===== config.mk =====
export PLATFORM = sky130hd
export DESIGN_NAME = circular_fifo_evict_oldest_average
export DESIGN_NICKNAME = d
export VERILOG_FILES = /design/src/hdl/cfeoa_pkg.sv /design/src/hdl/cfeoa_slot_ram.sv /design/src/hdl/cfeoa_divider.sv /design/src/hdl/circular_fifo_evict_oldest_average.sv
export SDC_FILE = /design/constraint.sdc
export NUM_CORES = 1
export LEC_CHECK = 0
export ABC_AREA = 1
export BUFFER_PORTS_ARGS = -buffer_cell sky130_fd_sc_hd__buf_2
export CORE_MARGIN = 5
export CORE_UTILIZATION = 55
export DETAILED_ROUTE_END_ITERATION = 16
export PLACE_DENSITY_LB_ADDON = 0.25
export SLEW_MARGIN = 10
export SYNTH_ARGS = -nofsm -noshare
export SYNTH_HDL_FRONTEND = slang
export SYNTH_SLANG_ARGS = --single-unit

===== constraint.sdc =====
create_clock -name clock -period 3.7 [get_ports clock]
set_clock_uncertainty 0.1 [all_clocks]
set_input_delay 0.555 -clock clock [delete_from_list [all_inputs] [get_ports clock]]
set_output_delay 0.555 -clock clock [all_outputs]
set_load 0.02 [all_outputs]

===== src/hdl/cfeoa_pkg.sv =====
// Shared constants, widths and helpers for the ring queue with running mean.
package cfeoa_pkg;

   localparam int SLOTS   = 8;
   localparam int IDX_W   = $clog2(SLOTS);
   localparam int KEY_W   = 16;
   localparam int RATE_W  = 8;
   localparam int WORD_W  = KEY_W + RATE_W;
   localparam int HELD_W  = 3;
   localparam int TOTAL_W = $clog2((SLOTS - 1) * 255 + 1);
   localparam int NUM_W   = TOTAL_W + 1;
   localparam int QUOT_W  = RATE_W;
   localparam int STEP_W  = $clog2(QUOT_W);
   localparam int CMP_W   = NUM_W + QUOT_W;

   // operation codes on the cmd field
   localparam logic CMD_INSERT = 1'b0;
   localparam logic CMD_REMOVE = 1'b1;

   // ring pointer advance, wraps at the last cell
   function automatic logic [IDX_W-1:0] next_index(input logic [IDX_W-1:0] idx);
      logic [IDX_W-1:0] nxt;
      if (idx == IDX_W'(SLOTS - 1)) nxt = '0;
      else nxt = idx + IDX_W'(1);
      return nxt;
   endfunction

endpackage


===== src/hdl/cfeoa_slot_ram.sv =====
// Simple dual-port slot memory, registered read.
module cfeoa_slot_ram #(
   parameter int DEPTH  = 8,
   parameter int WIDTH  = 24,
   parameter int ADDR_W = $clog2(DEPTH)
) (
   input  logic              clock,
   input  logic              wr_en,
   input  logic [ADDR_W-1:0] wr_addr,
   input  logic [WIDTH-1:0]  wr_data,
   input  logic              rd_en,
   input  logic [ADDR_W-1:0] rd_addr,
   output logic [WIDTH-1:0]  rd_data
);

   logic [WIDTH-1:0] mem [DEPTH];
   logic [WIDTH-1:0] rd_data_ff;

   always_ff @(posedge clock) begin
      if (wr_en) mem[wr_addr] <= wr_data;
   end

   always_ff @(posedge clock) begin
      if (rd_en) rd_data_ff <= mem[rd_addr];
   end

   assign rd_data = rd_data_ff;

endmodule


===== src/hdl/cfeoa_divider.sv =====
// Restoring divider, one quotient bit per cycle.
module cfeoa_divider
   import cfeoa_pkg::*;
(
   input  logic              clock,
   input  logic              reset,
   input  logic              start,
   input  logic [NUM_W-1:0]  numer,
   input  logic [IDX_W-1:0]  denom,
   output logic              done,
   output logic [QUOT_W-1:0] quot
);

   logic [NUM_W-1:0]  rem_ff,  rem_in;
   logic [IDX_W-1:0]  den_ff,  den_in;
   logic [QUOT_W-1:0] quot_ff, quot_in;
   logic [STEP_W-1:0] step_ff, step_in;
   logic              busy_ff, busy_in;
   logic              done_ff, done_in;
   logic [CMP_W-1:0]  shifted;
   logic              fits;

   always_comb begin
      shifted = CMP_W'(den_ff) << step_ff;
      fits    = CMP_W'(rem_ff) >= shifted;
      rem_in  = rem_ff;
      den_in  = den_ff;
      quot_in = quot_ff;
      step_in = step_ff;
      busy_in = busy_ff;
      done_in = 1'b0;
      if (start) begin
         rem_in  = numer;
         den_in  = denom;
         quot_in = '0;
         step_in = STEP_W'(QUOT_W - 1);
         busy_in = 1'b1;
      end else if (busy_ff) begin
         if (fits) begin
            rem_in = rem_ff - shifted[NUM_W-1:0];
            quot_in[step_ff] = 1'b1;
         end
         if (step_ff == '0) begin
            busy_in = 1'b0;
            done_in = 1'b1;
         end else begin
            step_in = step_ff - STEP_W'(1);
         end
      end
   end

   always_ff @(posedge clock) begin
      if (reset) begin
         busy_ff <= 1'b0;
         done_ff <= 1'b0;
      end else begin
         busy_ff <= busy_in;
         done_ff <= done_in;
      end
   end

   always_ff @(posedge clock) begin
      rem_ff  <= rem_in;
      den_ff  <= den_in;
      quot_ff <= quot_in;
      step_ff <= step_in;
   end

   assign done = done_ff;
   assign quot = quot_ff;

endmodule


===== src/hdl/circular_fifo_evict_oldest_average.sv =====
// Ring queue with oldest-entry eviction and rounded running mean of held rates.
// Sequence: the head slot is read at accept; a remove then hands its result to the
//   output register, while an insert first runs the mean divider that retires one
//   quotient bit per cycle and then hands off its rounded mean.
// Flow: one item at a time; a new request waits until the last result is handed off.
// Reset (synchronous): pointers, count, total and handshakes clear; slot cells
//   hold whatever they held and are only read once written.
module circular_fifo_evict_oldest_average
   import cfeoa_pkg::*;
(
   input  logic              clock,
   input  logic              reset,
   input  logic              req_valid,
   output logic              req_ready,
   input  logic              req_cmd,
   input  logic [KEY_W-1:0]  req_entry_key,
   input  logic [RATE_W-1:0] req_entry_rate,
   output logic              rsp_valid,
   input  logic              rsp_ready,
   output logic [RATE_W-1:0] rsp_mean_rate,
   output logic              rsp_popped_valid,
   output logic [KEY_W-1:0]  rsp_popped_key,
   output logic [RATE_W-1:0] rsp_popped_rate,
   output logic              rsp_empty_error,
   output logic [HELD_W-1:0] rsp_held_count
);

   // sequencer: idle -> slot read returns -> (mean divide) -> result handoff
   localparam logic [1:0] S_IDLE = 2'd0;
   localparam logic [1:0] S_EXEC = 2'd1;
   localparam logic [1:0] S_DIV  = 2'd2;
   localparam logic [1:0] S_DONE = 2'd3;

   logic [1:0]         state_ff, state_in;
   logic               cmd_ff, cmd_in;
   logic [KEY_W-1:0]   key_ff, key_in;
   logic [RATE_W-1:0]  rate_ff, rate_in;
   logic [IDX_W-1:0]   head_ff, head_in;
   logic [IDX_W-1:0]   tail_ff, tail_in;
   logic [IDX_W-1:0]   occ_ff, occ_in;
   logic [TOTAL_W-1:0] total_ff, total_in;

   // result waiting for the output register
   logic [RATE_W-1:0]  pend_mean_ff, pend_mean_in;
   logic               pend_pop_ff, pend_pop_in;
   logic [KEY_W-1:0]   pend_key_ff, pend_key_in;
   logic [RATE_W-1:0]  pend_rate_ff, pend_rate_in;
   logic               pend_err_ff, pend_err_in;
   logic [HELD_W-1:0]  pend_held_ff, pend_held_in;

   // output register, parts the queue from the consumer
   logic               rsp_valid_ff, rsp_valid_in;
   logic [RATE_W-1:0]  rsp_mean_ff, rsp_mean_in;
   logic               rsp_pop_ff, rsp_pop_in;
   logic [KEY_W-1:0]   rsp_key_ff, rsp_key_in;
   logic [RATE_W-1:0]  rsp_rate_ff, rsp_rate_in;
   logic               rsp_err_ff, rsp_err_in;
   logic [HELD_W-1:0]  rsp_held_ff, rsp_held_in;

   logic               accept;
   logic               full;
   logic               empty;
   logic               ram_wr_en;
   logic [WORD_W-1:0]  ram_rd_data;
   logic [KEY_W-1:0]   head_key;
   logic [RATE_W-1:0]  head_rate;
   logic               div_start;
   logic [NUM_W-1:0]   div_numer;
   logic               div_done;
   logic [QUOT_W-1:0]  div_quot;

   assign req_ready = (state_ff == S_IDLE);
   assign accept    = req_valid && req_ready;
   assign full      = (occ_ff == IDX_W'(SLOTS - 1));
   assign empty     = (occ_ff == '0);
   assign head_rate = ram_rd_data[RATE_W-1:0];
   assign head_key  = ram_rd_data[WORD_W-1:RATE_W];
   assign ram_wr_en = (state_ff == S_EXEC) && (cmd_ff == CMD_INSERT);

   // head cell is read at accept; the previous item has written back by then,
   // so the read always sees current contents
   cfeoa_slot_ram #(
      .DEPTH (SLOTS),
      .WIDTH (WORD_W),
      .ADDR_W(IDX_W)
   ) u_slot_ram (
      .clock  (clock),
      .wr_en  (ram_wr_en),
      .wr_addr(tail_ff),
      .wr_data({key_ff, rate_ff}),
      .rd_en  (accept),
      .rd_addr(head_ff),
      .rd_data(ram_rd_data)
   );

   cfeoa_divider u_divider (
      .clock (clock),
      .reset (reset),
      .start (div_start),
      .numer (div_numer),
      .denom (occ_in),
      .done  (div_done),
      .quot  (div_quot)
   );

   always_comb begin
      state_in     = state_ff;
      cmd_in       = cmd_ff;
      key_in       = key_ff;
      rate_in      = rate_ff;
      head_in      = head_ff;
      tail_in      = tail_ff;
      occ_in       = occ_ff;
      total_in     = total_ff;
      pend_mean_in = pend_mean_ff;
      pend_pop_in  = pend_pop_ff;
      pend_key_in  = pend_key_ff;
      pend_rate_in = pend_rate_ff;
      pend_err_in  = pend_err_ff;
      pend_held_in = pend_held_ff;
      rsp_valid_in = rsp_valid_ff;
      rsp_mean_in  = rsp_mean_ff;
      rsp_pop_in   = rsp_pop_ff;
      rsp_key_in   = rsp_key_ff;
      rsp_rate_in  = rsp_rate_ff;
      rsp_err_in   = rsp_err_ff;
      rsp_held_in  = rsp_held_ff;
      div_start    = 1'b0;
      div_numer    = '0;

      if (rsp_valid_ff && rsp_ready) rsp_valid_in = 1'b0;

      unique case (state_ff)
         S_IDLE: begin
            if (accept) begin
               cmd_in   = req_cmd;
               key_in   = req_entry_key;
               rate_in  = req_entry_rate;
               state_in = S_EXEC;
            end
         end
         S_EXEC: begin
            pend_mean_in = '0;
            pend_pop_in  = 1'b0;
            pend_key_in  = '0;
            pend_rate_in = '0;
            pend_err_in  = 1'b0;
            if (cmd_ff == CMD_INSERT) begin
               // full queue: head leaves silently, its rate leaves the total
               if (full) begin
                  head_in  = next_index(head_ff);
                  total_in = total_ff - TOTAL_W'(head_rate) + TOTAL_W'(rate_ff);
               end else begin
                  occ_in   = occ_ff + IDX_W'(1);
                  total_in = total_ff + TOTAL_W'(rate_ff);
               end
               tail_in      = next_index(tail_ff);
               pend_held_in = HELD_W'(occ_in);
               // round half up: (total + count/2) / count
               div_start    = 1'b1;
               div_numer    = NUM_W'(total_in) + NUM_W'(occ_in >> 1);
               state_in     = S_DIV;
            end else if (empty) begin
               pend_err_in  = 1'b1;
               pend_held_in = HELD_W'(occ_ff);
               state_in     = S_DONE;
            end else begin
               pend_pop_in  = 1'b1;
               pend_key_in  = head_key;
               pend_rate_in = head_rate;
               head_in      = next_index(head_ff);
               occ_in       = occ_ff - IDX_W'(1);
               total_in     = total_ff - TOTAL_W'(head_rate);
               pend_held_in = HELD_W'(occ_in);
               state_in     = S_DONE;
            end
         end
         S_DIV: begin
            if (div_done) begin
               pend_mean_in = div_quot;
               state_in     = S_DONE;
            end
         end
         S_DONE: begin
            if (!rsp_valid_ff || rsp_ready) begin
               rsp_valid_in = 1'b1;
               rsp_mean_in  = pend_mean_ff;
               rsp_pop_in   = pend_pop_ff;
               rsp_key_in   = pend_key_ff;
               rsp_rate_in  = pend_rate_ff;
               rsp_err_in   = pend_err_ff;
               rsp_held_in  = pend_held_ff;
               state_in     = S_IDLE;
            end
         end
         default: state_in = S_IDLE;
      endcase
   end

   always_ff @(posedge clock) begin
      if (reset) begin
         state_ff     <= S_IDLE;
         head_ff      <= '0;
         tail_ff      <= '0;
         occ_ff       <= '0;
         total_ff     <= '0;
         rsp_valid_ff <= 1'b0;
      end else begin
         state_ff     <= state_in;
         head_ff      <= head_in;
         tail_ff      <= tail_in;
         occ_ff       <= occ_in;
         total_ff     <= total_in;
         rsp_valid_ff <= rsp_valid_in;
      end
   end

   always_ff @(posedge clock) begin
      cmd_ff       <= cmd_in;
      key_ff       <= key_in;
      rate_ff      <= rate_in;
      pend_mean_ff <= pend_mean_in;
      pend_pop_ff  <= pend_pop_in;
      pend_key_ff  <= pend_key_in;
      pend_rate_ff <= pend_rate_in;
      pend_err_ff  <= pend_err_in;
      pend_held_ff <= pend_held_in;
      rsp_mean_ff  <= rsp_mean_in;
      rsp_pop_ff   <= rsp_pop_in;
      rsp_key_ff   <= rsp_key_in;
      rsp_rate_ff  <= rsp_rate_in;
      rsp_err_ff   <= rsp_err_in;
      rsp_held_ff  <= rsp_held_in;
   end

   assign rsp_valid        = rsp_valid_ff;
   assign rsp_mean_rate    = rsp_mean_ff;
   assign rsp_popped_valid = rsp_pop_ff;
   assign rsp_popped_key   = rsp_key_ff;
   assign rsp_popped_rate  = rsp_rate_ff;
   assign rsp_empty_error  = rsp_err_ff;
   assign rsp_held_count   = rsp_held_ff;

   // count never reaches the ring size
   a_occ_bound: assert property (@(posedge clock) disable iff (reset)
      occ_ff <= IDX_W'(SLOTS - 1))
      else $error("occupancy exceeds capacity");

   // pointer distance tracks the count
   a_ptr_count: assert property (@(posedge clock) disable iff (reset)
      ((int'(tail_ff) - int'(head_ff) + SLOTS) % SLOTS) == int'(occ_ff))
      else $error("head/tail distance disagrees with occupancy");

   // divider only finishes while the sequencer waits on it
   a_div_done: assert property (@(posedge clock) disable iff (reset)
      div_done |-> (state_ff == S_DIV))
      else $error("divider finished outside divide state");

   // an accepted transfer enters execution and blocks the input channel
   a_one_flight: assert property (@(posedge clock) disable iff (reset)
      accept |=> (state_ff == S_EXEC) && !req_ready)
      else $error("accepted item did not enter execution");

endmodule

# == After elaboration in Yosys (flattened, before gate mapping) ==
# Memories as Yosys holds them, arrays and structs flattened. A register that Yosys moved wholly into a read port is not among the register bits.
# Index checks and enable logic that the tools add are counted.
# totals
register_bits,150
latchBits,0
ramBits,192
romBits,0
in_bits,29
out_inout_bits,39
wordCells,124
memories,1
# mem_list
memory,depth,width,rd,rd_ports_with_merged_regs,wr,line,text
u_slot_ram.mem,8,24,1,1,1,cfeoa_slot_ram.sv:16,logic [WIDTH-1:0] mem [DEPTH];
# op_classes
add_sub_neg,10
n_mul,0
div,0
order_cmp,3
eq_ne,10
n_shift,1
mux,43
n_bitwise,4
n_reduce_logical,25
# ops
op,n
$mux W12,5
$mux W11,5
$mux W3,11
$add A11 B8 Y11,2
$ge A12 B20 Y1,1
$shl A3 B3 Y20,1
$pmux W8 S2,1
$reduce_and A2 Y1,8
$mux W1,15
$add A11 B2 Y12,1
$sub A12 B12 Y12,1
$sub A11 B8 Y11,1
$add A3 B1 Y3 const B,3
$eq A3 B3 Y1 const B,3
$mux W8,1
$or A8 B8 Y8,1
$pmux W2 S4,1
$reduce_bool A2 Y1,4
$logic_not A3 Y1,2
$mux W2,3
$reduce_and A3 Y1,2
$sub A3 B1 Y3 const B,2
$eq A2 B2 Y1 const B,2
$logic_and A1 B1 Y1,4
12 further kinds,16

# == Longest topological paths before layout ==
# Gate-level depths: netlist (run 1).
# depth
depth_word,9
mapped_depth,27
depth_no_buf,27

# == Modules after synthesis ==
# Synthesis (run 1) repeated with hierarchy kept, for this count alone.
# unflattened
hier_cells,1740
hier_area_um2,17038.8
# modules_own_cells
mod,instances,cells_each,area_per_inst_um2,seq_area_each_um2
cfeoa_slot_ram,1,872,9146.3,6486.2
circular_fifo_evict_oldest_average,1,587,5883.1,3433.3
cfeoa_divider,1,281,2009.4,710.7

# == Worst setup path before layout (run 1) ==
# OpenSTA, ideal clock, no wires.
# synth_timing
kind,register to register
from,reg state_ff[1]
to,mem u_slot_ram.mem[0][0] (enable)
setup_time_ps,405
arrival_ps,3249
t_required_ps,3195
setup_slack_ps,-54
stages_incl_launch_ff,8
n_path_buf,1
synth_period_minus_slack_ps,3754
cell_sequence,dfxtp_1 > inv_1 > ha_1 > inv_1 > nor2_1 > clkbuf_1 > nand2_1 > nor2_1
# synth_between
elab_chain_cells,4
# synth_lines
item,line,text
"start, declared",circular_fifo_evict_oldest_average.sv:34,"logic [1:0] state_ff, state_in;"
"start signal, assigned",circular_fifo_evict_oldest_average.sv:209,state_ff <= state_in;
$eq A2 B1 Y1,circular_fifo_evict_oldest_average.sv:78,assign ram_wr_en = (state_ff == S_EXEC) && (cmd_ff == CMD_INSERT);
$logic_and A1 B1 Y1,circular_fifo_evict_oldest_average.sv:78,
$mux W1,cfeoa_slot_ram.sv:20,if (wr_en) mem[wr_addr] <= wr_data;
$mux W1 (implied by the code),cfeoa_slot_ram.sv:20,
"end, declared",cfeoa_slot_ram.sv:16,
# No other way between the ends.

# == Final worst setup path (run 1) ==
# layout_timing
from,reg total_ff[0]
to,"reg u_divider.rem_ff[9], data pin"
# layout_between
elab_chain_cells,9
word_cells_on_any_way,10
classes_between,add/sub: 4; mux: 6
# layout_lines
item,line,text
"start, declared",circular_fifo_evict_oldest_average.sv:41,"logic [TOTAL_W-1:0] total_ff, total_in;"
"start signal, assigned",circular_fifo_evict_oldest_average.sv:213,total_ff <= total_in;
$sub A11 B8 Y11,circular_fifo_evict_oldest_average.sv:152,total_in = total_ff - TOTAL_W'(head_rate) + TOTAL_W'(rate_ff);
$add A11 B8 Y11,circular_fifo_evict_oldest_average.sv:152,
$mux W11 (*),circular_fifo_evict_oldest_average.sv:150,if (full) begin
$mux W11 (*),circular_fifo_evict_oldest_average.sv:148,if (cmd_ff == CMD_INSERT) begin
$mux W11 (*),circular_fifo_evict_oldest_average.sv:133,unique case (state_ff)
$add A11 B2 Y12 (*),circular_fifo_evict_oldest_average.sv:161,div_numer = NUM_W'(total_in) + NUM_W'(occ_in >> 1);
$mux W12 (*),circular_fifo_evict_oldest_average.sv:148,
$mux W12 (*),circular_fifo_evict_oldest_average.sv:133,
$mux W12 (*),cfeoa_divider.sv:32,if (start) begin
net u_divider.rem_in[9],cfeoa_divider.sv:14,"logic [NUM_W-1:0] rem_ff, rem_in;"
"end signal, assigned",cfeoa_divider.sv:63,rem_ff <= rem_in;
"end, declared",cfeoa_divider.sv:14,
# The timed path passes the listed nets; every way through them passes the cells marked *. The select of a mux whose other input is x is not followed.
# A chain may end at the register's enable or synchronous reset.

==> reports/metrics.json, run 1 <==
{
  "crit_required_ps": 3870,
  "dieArea_um2": 31800,
  "syn_area_um2": 15600,
  "path_cells": "inv_1 -> ha_1 -> inv_2 -> fa_2 -> nand2_1 -> inv_2 -> nand2_1 -> nand2_2 -> a31oi_4 -> xor2_1 -> o21ai_0 -> ha_1 -> a21oi_2 -> a21boi_2 -> nand3_1 -> nand2_2 -> inv_1 -> nor2_2 -> nand2_1 -> nor2_2 -> nand3b_1 -> nand2_1",
  "die-width_um": 178,
  "buffer_ports.inserted": 67,
  "yosysTopAreaCell": "sky130_fd_sc_hd__edfxtp_1",
  "final.min_clock_period_ps": 3480,
  "root_buffer": "sky130_fd_sc_hd__clkbuf_16",
  "wl_per_cell_um": 17.6,
  "clk_latency_ps": 510,
  "postSynth.topFlopCell": "sky130_fd_sc_hd__edfxtp_1",
  "dpl_cell_area_um2": 16500,
  "initial_antenna_violation_count": 0,
  "critical_path_capture_point_type": "flop",
  "fmax_mhz": 287,
  "route.antenna.remaining_nets": 0,
  "yosysUniqueCellTypes": 43,
  "power_per_cell_area_nw_per_um2": 738,
  "route.final.wire_length_um": 33100,
  "final_net_count": 1552,
  "dp.final_hpwl_um": 20900,
  "arrival_time_worst_endpoint_ps": 3650,
  "insertedDiodeCount": 0,
  "clk_transition_reported_paths_ps": 60,
  "detail_route.drc_violations": 0,
  "cts_made_buffers": 37,
  "cts_hold_buffers": 0,
  "stdcell_area_um2": 17800,
  "synth.yosys.warnings": 0,
  "result_of_the_run": "completed",
  "clockBufferDepth": 3,
  "gp_congestion": 0.871,
  "syn_area_per_cell_um2": 11.2,
  "setup_cp_type": "flop to flop",
  "relSlewSlack_pct": 31.5,
  "leakagePower_nw": 6.82,
  "async_flop_share_pct": 0,
  "post-synth-top-count-cell": "sky130_fd_sc_hd__edfxtp_1",
  "synth_cells": 1387,
  "worstHoldPathType": "input port to flop",
  "worst_pin_slew_ps": 1030,
  "synth_seq_cells": 366,
  "timing.final.max_slew_violations": 0,
  "areaGrowthSynthToFinish_pct": 13.9,
  "cell_types_with_the_largest_area_share_after_synthesis": "sky130_fd_sc_hd__edfxtp_1 (64%), sky130_fd_sc_hd__nor2_1 (5.7%), sky130_fd_sc_hd__nand2_1 (4.9%), sky130_fd_sc_hd__dfxtp_1 (4.6%), sky130_fd_sc_hd__o21ai_0 (4.2%)",
  "dr.first_iter.drc_count": 857,
  "setup_viol": 0,
  "synth.top_cells.by_count": "sky130_fd_sc_hd__edfxtp_1 (330), sky130_fd_sc_hd__nor2_1 (238), sky130_fd_sc_hd__nand2_1 (203), sky130_fd_sc_hd__o21ai_0 (132), sky130_fd_sc_hd__inv_1 (118)",
  "worst_ir_drop_vdd_v": 0.000491,
  "htreeDepth": 2,
  "synth_top_area_share_pct": 63.5,
  "critical_path.max_fanout": 5,
  "vias_per_cell": 5.46,
  "core_um2": 27900,
  "placement_rows": 61,
  "final_min_period_over_clock_period_pct": 94.1,
  "totalPowerFinal_mw": 13.1,
  "floorplan.io_pins": 68,
  "grt_overflow_total": 0,
  "chipHeight_um": 178,
  "final_layout_size_suffix_gt1_share_pct": 14.6,
  "number_of_clock_sinks": 366,
  "cts_tree": "done",
  "max_stage_delay_ps": 380,
  "critical-path-top-cell-by-count": "sky130_fd_sc_hd__nand2_1",
  "startpoint_type": "flop",
  "grt_pass1_vias": 10000,
  "groute.usage.overall_pct": 21.1,
  "initial_utilization_pct": 55.9,
  "critical_path.slowest_cell": "sky130_fd_sc_hd__ha_1",
  "synth_seq_area_share_pct": 68.1,
  "detailroute.via_count": 10300,
  "drv.max_cap_violation_count": 0,
  "grt_start_max_net_pins": 98,
  "drt_pass1_iterations": 5,
  "final-hold-violation-count": 0,
  "syn_nets": 1462,
  "synth_enable_flop_cells": 330,
  "grt_pass1_wl_um": 52700
}
[worst paths after layout]
| path | start | end | slack, ps | cells past startpoint |
|---|---|---|---|---|
| worst max register to register | total_ff[0] | u_divider.rem_ff[9] | 220 | 22 |
| worst min register to register | pend_key_ff[10] | rsp_popped_key[10] | 310 | 0 |
| worst min-delay path | req_entry_key[3] | key_ff[3] | 120 | 1 |
| worst max-delay path | total_ff[0] | u_divider.rem_ff[9] | 220 | 22 |
[cells by family after synthesis]
group                      share of synthesized area (%)
and+or+nand+nor                                     13.5
DFF                                                 68.1
AOI/OAI and AO/OA                                   9.39
buffers and inverters                               4.39
adders and majority gates                           3.88
xor gates and xnor gates                           0.617
muxes                                             0.0642
[through the flow]
step | std cells | setup TNS [ps] | setup slack, ps | hold WS [ps] | utilization (%)
after global routing | 1881 | -22.3 | -19.0 | 99.4 | 63.6
after CTS | 1876 | 0 | 52.7 | 93.4 | 63.2
after detailed placement | 1811 | 0 | 72.0 | 305 | 59.1
after floorplan | 1387 | -5180 | -53.9 | 300 | -
after global placement | 1811 | 0 | 146 | 300 | 59.1
final | 1881 | 0 | 218 | 116 | 63.6
[critical path: cells and delay by family, from the launching register on]
family	cells	cell delay, ps
AND/OR/NAND/NOR	10	900
AO/OA/AOI/OAI	4	610
flip-flops	1	310
buffers and inverters	4	260
adder cells (fa/ha/maj)	3	880
XOR/XNOR	1	190
[area by class of cell]
class / count / area (um^2)
Clock buffer: 44 / 973
Clock inverter: 21 / 191
Fill cell: 2176 / 10200
Inverter: 127 / 477
Multi-Input combinational cell: 840 / 4390
Sequential cell: 366 / 10600
Tap cell: 378 / 473
Timing Repair Buffer: 105 / 633
[sequential cells by signal, summed over array words and instances (netlist names), 8 cells and up]
| signal | cells |
|---|---|
| u_slot_ram.mem | 192 |
| u_slot_ram.rd_data | 24 |
| key_ff | 16 |
| pend_key_ff | 16 |
| rsp_popped_key | 16 |
| u_divider.rem_ff | 12 |
| total_ff | 11 |
| pend_mean_ff | 8 |
| pend_rate_ff | 8 |
| rate_ff | 8 |
| rsp_mean_rate | 8 |
| rsp_popped_rate | 8 |
| u_divider.quot | 8 |
[repair_timing]
action                     in CTS  in global routing
buffers inserted                0                  5
hold endpoints to repair        0                  0
resized for setup               0                 21
setup endpoints to repair       0                  6
[report_power, final]
part | total, mW | leakage, nW | internal [mW] | switching, mW
clock | 3.57 | 0.557 | 2.09 | 1.48
sequential | 5.94 | 3.32 | 5.52 | 0.421
combinational | 3.60 | 2.95 | 1.22 | 2.38
[routing by layer]
layer,up-vias,wire [um],global-route usage (%)
met5,-,0,0
met4,0,788,6.17
met3,55,2140,2.78
met2,349,15600,34.1
met1,4896,14600,30.2
li1,4979,-,-
[cell usage in the layout, fill, tap and decap left out, types with 3 or more instances in the layout]
master / instances
sky130_fd_sc_hd__a211oi_1: 6
sky130_fd_sc_hd__a21oi_1: 48
sky130_fd_sc_hd__a21oi_2: 3
sky130_fd_sc_hd__a31oi_1: 28
sky130_fd_sc_hd__buf_2: 67
sky130_fd_sc_hd__buf_4: 37
sky130_fd_sc_hd__bufinv_16: 3
sky130_fd_sc_hd__clkbuf_1: 6
sky130_fd_sc_hd__clkbuf_16: 38
sky130_fd_sc_hd__clkinv_1: 9
sky130_fd_sc_hd__clkinv_2: 5
sky130_fd_sc_hd__clkinvlp_4: 4
sky130_fd_sc_hd__dfxtp_1: 35
sky130_fd_sc_hd__edfxtp_1: 330
sky130_fd_sc_hd__ha_1: 41
sky130_fd_sc_hd__inv_1: 116
sky130_fd_sc_hd__inv_2: 10
sky130_fd_sc_hd__nand2_1: 199
sky130_fd_sc_hd__nand2_2: 13
sky130_fd_sc_hd__nand3_1: 42
sky130_fd_sc_hd__nand3_2: 5
sky130_fd_sc_hd__nand4_1: 6
sky130_fd_sc_hd__nor2_1: 226
sky130_fd_sc_hd__nor2_2: 17
sky130_fd_sc_hd__o211ai_1: 8
sky130_fd_sc_hd__o21ai_0: 131
sky130_fd_sc_hd__o22ai_1: 26
sky130_fd_sc_hd__or2_2: 3
sky130_fd_sc_hd__xnor2_1: 5
sky130_fd_sc_hd__xor2_1: 6
(Power assumes the default switching activity.)
==> run 2, diff against run 1 <==
Settings changed: PLACE_DENSITY set to 0.75, PLACE_DENSITY_LB_ADDON 0.25 to unset.
==> reports/metrics.json, run 2 (same netlist as run 1, synthesis figures left out) <==
{
  "drv.max_cap_violation_count": {"value": 0, "change": "unchanged"},
  "crit_required": {"value": 3880, "unit": "ps", "change": "about the same"},
  "final-hold-violation-count": {"value": 0, "change": "unchanged"},
  "setup_cp_type": "flop to flop",
  "clk_latency": {"value": 530, "unit": "ps", "change": "+20 ps"},
  "detail_route.drc_violations": {"value": 0, "change": "unchanged"},
  "critical_path.slowest_cell": "sky130_fd_sc_hd__fa_2",
  "stdcell_area": {"value": 17900, "unit": "um^2", "change": "+0.49%"},
  "clk_transition_reported_paths": {"value": 60, "unit": "ps", "change": "about the same"},
  "path_depth": {"value": 22, "change": "unchanged"},
  "initial_antenna_violation_count": {"value": 0, "change": "unchanged"},
  "met3_usage": {"value": 3.12, "unit": "%", "change": "+0.34 points"},
  "result_of_the_run": "completed",
  "areaGrowthSynthToFinish_pct": 14.4,
  "grt_pass1_vias": {"value": 10000, "change": "+0.10%"},
  "fmax": {"value": 283, "unit": "MHz", "change": "-1.5%"},
  "floorplan.io_pins": {"value": 68, "change": "unchanged"},
  "gr-max-usage-layer": "met2",
  "dpl_cell_area": {"value": 16400, "unit": "um^2", "change": "-0.38%"},
  "worst_pin_slew": {"value": 1040, "unit": "ps", "change": "+9.93 ps"},
  "timing.setup.tns": {"value": 0, "unit": "ps", "change": "unchanged"},
  "power_per_cell_area": {"value": 751, "unit": "nW/um^2", "change": "+1.8%"},
  "arrival_time_worst_endpoint": {"value": 3720, "unit": "ps", "change": "+70 ps"},
  "grt_start_max_net_pins": {"value": 98, "change": "unchanged"},
  "cp_buf_inv_count": {"value": 4, "change": "unchanged"},
  "cts_made_buffers": {"value": 38, "change": "+2.7%"},
  "dieArea": {"value": 31800, "unit": "um^2", "change": "unchanged"},
  "final_min_period_over_clock_period": {"value": 95.6, "unit": "%", "change": "+1.5 points"},
  "final.min_clock_period": {"value": 3540, "unit": "ps", "change": "+53.9 ps"},
  "gp_congestion": {"value": 0.926, "change": "+6.2%"},
  "grtUsageMet2": {"value": 32.8, "unit": "%", "change": "-1.3 points"},
  "cts_tree": "done",
  "registers.top_by_ff_count": "u_slot_ram.mem",
  "critical_path.max_fanout": {"value": 5, "change": "unchanged"},
  "gr-usage-met1": {"value": 29.4, "unit": "%", "change": "-0.71 points"},
  "relSlewSlack": {"value": 30.8, "unit": "%", "change": "-0.66 points"},
  "critical_path_capture_point_type": "flop",
  "most-common-layout-cells": "sky130_fd_sc_hd__edfxtp_1 (330), sky130_fd_sc_hd__nor2_1 (227), sky130_fd_sc_hd__nand2_1 (194)",
  "root_buffer": "sky130_fd_sc_hd__clkbuf_16",
  "wl_per_cell": {"value": 17.2, "unit": "um", "change": "-1.9%"},
  "detailroute.via_count": {"value": 10300, "change": "-0.27%"},
  "leakagePower": {"value": 6.83, "unit": "nW", "change": "about the same"},
  "initial_utilization": {"value": 55.9, "unit": "%", "change": "unchanged"},
  "mostFrequentLayoutCell": "sky130_fd_sc_hd__edfxtp_1",
  "buffer_ports.inserted": {"value": 67, "change": "unchanged"},
  "grt_pass1_wl": {"value": 51800, "unit": "um", "change": "-1.7%"},
  "last_element_of_the_critical_path": "u_divider.rem_ff[9]",
  "r2r_setup_slack": {"value": 160, "unit": "ps", "change": "-50 ps"},
  "dp.final_hpwl": {"value": 19800, "unit": "um", "change": "-5.2%"},
  "vias_per_cell": {"value": 5.47, "change": "about the same"},
  "placement_rows": {"value": 61, "change": "unchanged"},
  "core": {"value": 27900, "unit": "um^2", "change": "unchanged"},
  "max_stage_delay": {"value": 370, "unit": "ps", "change": "about the same"},
  "dr.first_iter.drc_count": {"value": 1081, "change": "+26%"},
  "chipHeight": {"value": 178, "unit": "um", "change": "unchanged"},
  "drt_pass1_iterations": {"value": 5, "change": "unchanged"},
  "multi_input_comb_area": {"value": 4450, "unit": "um^2", "change": "+1.2%"},
  "route.final.wire_length": {"value": 32300, "unit": "um", "change": "-2.3%"},
  "sequential_cell_area": {"value": 10600, "unit": "um^2", "change": "unchanged"},
  "insertedDiodeCount": {"value": 0, "change": "unchanged"},
  "die-width": {"value": 178, "unit": "um", "change": "unchanged"},
  "largest_register_ffs": {"value": 192, "change": "unchanged"},
  "final_net_count": {"value": 1544, "change": "-0.52%"},
  "route.antenna.remaining_nets": {"value": 0, "change": "unchanged"},
  "number_of_clock_sinks": {"value": 366, "change": "unchanged"},
  "worst_ir_drop_vdd": {"value": 0.000333, "unit": "V", "change": "-32%"},
  "setup_viol": {"value": 0, "change": "unchanged"},
  "layout.filler_cells": {"value": 2097, "change": "-3.6%"},
  "finalHoldWorstSlack": {"value": 98.4, "unit": "ps", "change": "-17.1 ps"},
  "grt_overflow_total": {"value": 0, "change": "unchanged"},
  "r2r.worst_path.cells": {"value": 22, "change": "unchanged"},
  "final_layout_size_suffix_gt1_share": {"value": 15.0, "unit": "%", "change": "+0.46 points"},
  "htreeDepth": {"value": 2, "change": "unchanged"},
  "clockBufferDepth": {"value": 3, "change": "unchanged"},
  "r2r_startpoint": "total_ff[0]",
  "worstHoldPathType": "input port to flop",
  "regToRegEndpoint": "u_divider.rem_ff[9]",
  "startpoint_type": "flop",
  "cts_hold_buffers": {"value": 0, "change": "unchanged"},
  "critPathTopFamily": "simple AND/OR/NAND/NOR gates",
  "groute.usage.overall": {"value": 20.6, "unit": "%", "change": "-0.43 points"},
  "timing.final.max_slew_violations": {"value": 0, "change": "unchanged"},
  "launch_point_of_the_critical_path": "total_ff[0]",
  "path_cells": "inv_1 -> ha_2 -> inv_2 -> fa_2 -> nand2_2 -> inv_2 -> nand2_1 -> nand2_2 -> a31oi_4 -> xor2_2 -> o21ai_1 -> ha_1 -> a21oi_2 -> a21boi_2 -> nand3_1 -> nand2_2 -> inv_2 -> nor2_2 -> nand2_1 -> nor2_1 -> nand3b_1 -> nand2_1"
}
==> run 2: worst register-to-register path, stage by stage, from the launching register on <==
cell and delay [ps]:
sky130_fd_sc_hd__dfxtp_1 310, sky130_fd_sc_hd__inv_1 70, sky130_fd_sc_hd__ha_2 180, sky130_fd_sc_hd__inv_2 70
sky130_fd_sc_hd__fa_2 380, sky130_fd_sc_hd__nand2_2 70, sky130_fd_sc_hd__inv_2 30, sky130_fd_sc_hd__nand2_1 60
sky130_fd_sc_hd__nand2_2 110, sky130_fd_sc_hd__a31oi_4 230, sky130_fd_sc_hd__xor2_2 180, sky130_fd_sc_hd__o21ai_1 80
sky130_fd_sc_hd__ha_1 360, sky130_fd_sc_hd__a21oi_2 130, sky130_fd_sc_hd__a21boi_2 200, sky130_fd_sc_hd__nand3_1 120
sky130_fd_sc_hd__nand2_2 100, sky130_fd_sc_hd__inv_2 60, sky130_fd_sc_hd__nor2_2 100, sky130_fd_sc_hd__nand2_1 80
sky130_fd_sc_hd__nor2_1 120, sky130_fd_sc_hd__nand3b_1 110, sky130_fd_sc_hd__nand2_1 50
==> run 2: layer usage <==
metal | routed length (um) | share of wire [%] | vias up
met3 | 2420 | 7.5 | 81
met4 | 828 | 2.6 | 0
li1 | - | - | 4970
met2 | 14900 | 46 | 410
met1 | 14200 | 44 | 4790
met5 | 0 | 0 | -
==> run 2: layout make-up <==
class,count,area share [%]
Timing Repair Buffer,96,3.24
Inverter,127,2.67
Tap cell,378,2.65
Multi-Input combinational cell,840,24.9
Sequential cell,366,59.5
Clock inverter,21,1.50
Clock buffer,47,5.51
==> run 2: repair_timing <==
action / in CTS / in global routing
endpoints found under the setup margin: 1 / 6
resized for setup: 1 / 34
setup buffers: 0 / 6
pin swaps: 0 / 17
==> run 2: power by group <==
group	switching, mW	internal, mW	total (mW)
Clock	1.56	2.27	3.82
Combinational	2.41	1.24	3.65
Sequential	0.408	5.52	5.93
Total	4.37	9.03	13.4
==> run 2: through the flow <==
step / total power, mW / std cells / util [%] / setup slack (ps)
2_1_floorplan: 8.43 / 1387 / - / -53.9
3_3_place_gp: 9.30 / 1801 / 58.8 / 164
3_5_place_dp: 9.41 / 1801 / 58.8 / 30.9
4_1_cts: 13.3 / 1869 / 63.3 / 50.0
5_1_grt: 14.2 / 1875 / 63.9 / -41.2
6_report: 13.4 / 1875 / 63.9 / 164
==> run 2: worst min-delay path by stage <==
stage	cells past startpoint	startpoint	slack (ps)	endpoint
global route	1	req_entry_key[9]	80	key_ff[9]
detailed placement	0	pend_key_ff[3]	300	rsp_popped_key[3]
global placement	0	pend_key_ff[13]	300	rsp_popped_key[13]
CTS	1	req_entry_key[9]	80	key_ff[9]
finish	1	req_entry_key[0]	100	key_ff[0]
floorplan	0	pend_err_ff	300	rsp_empty_error
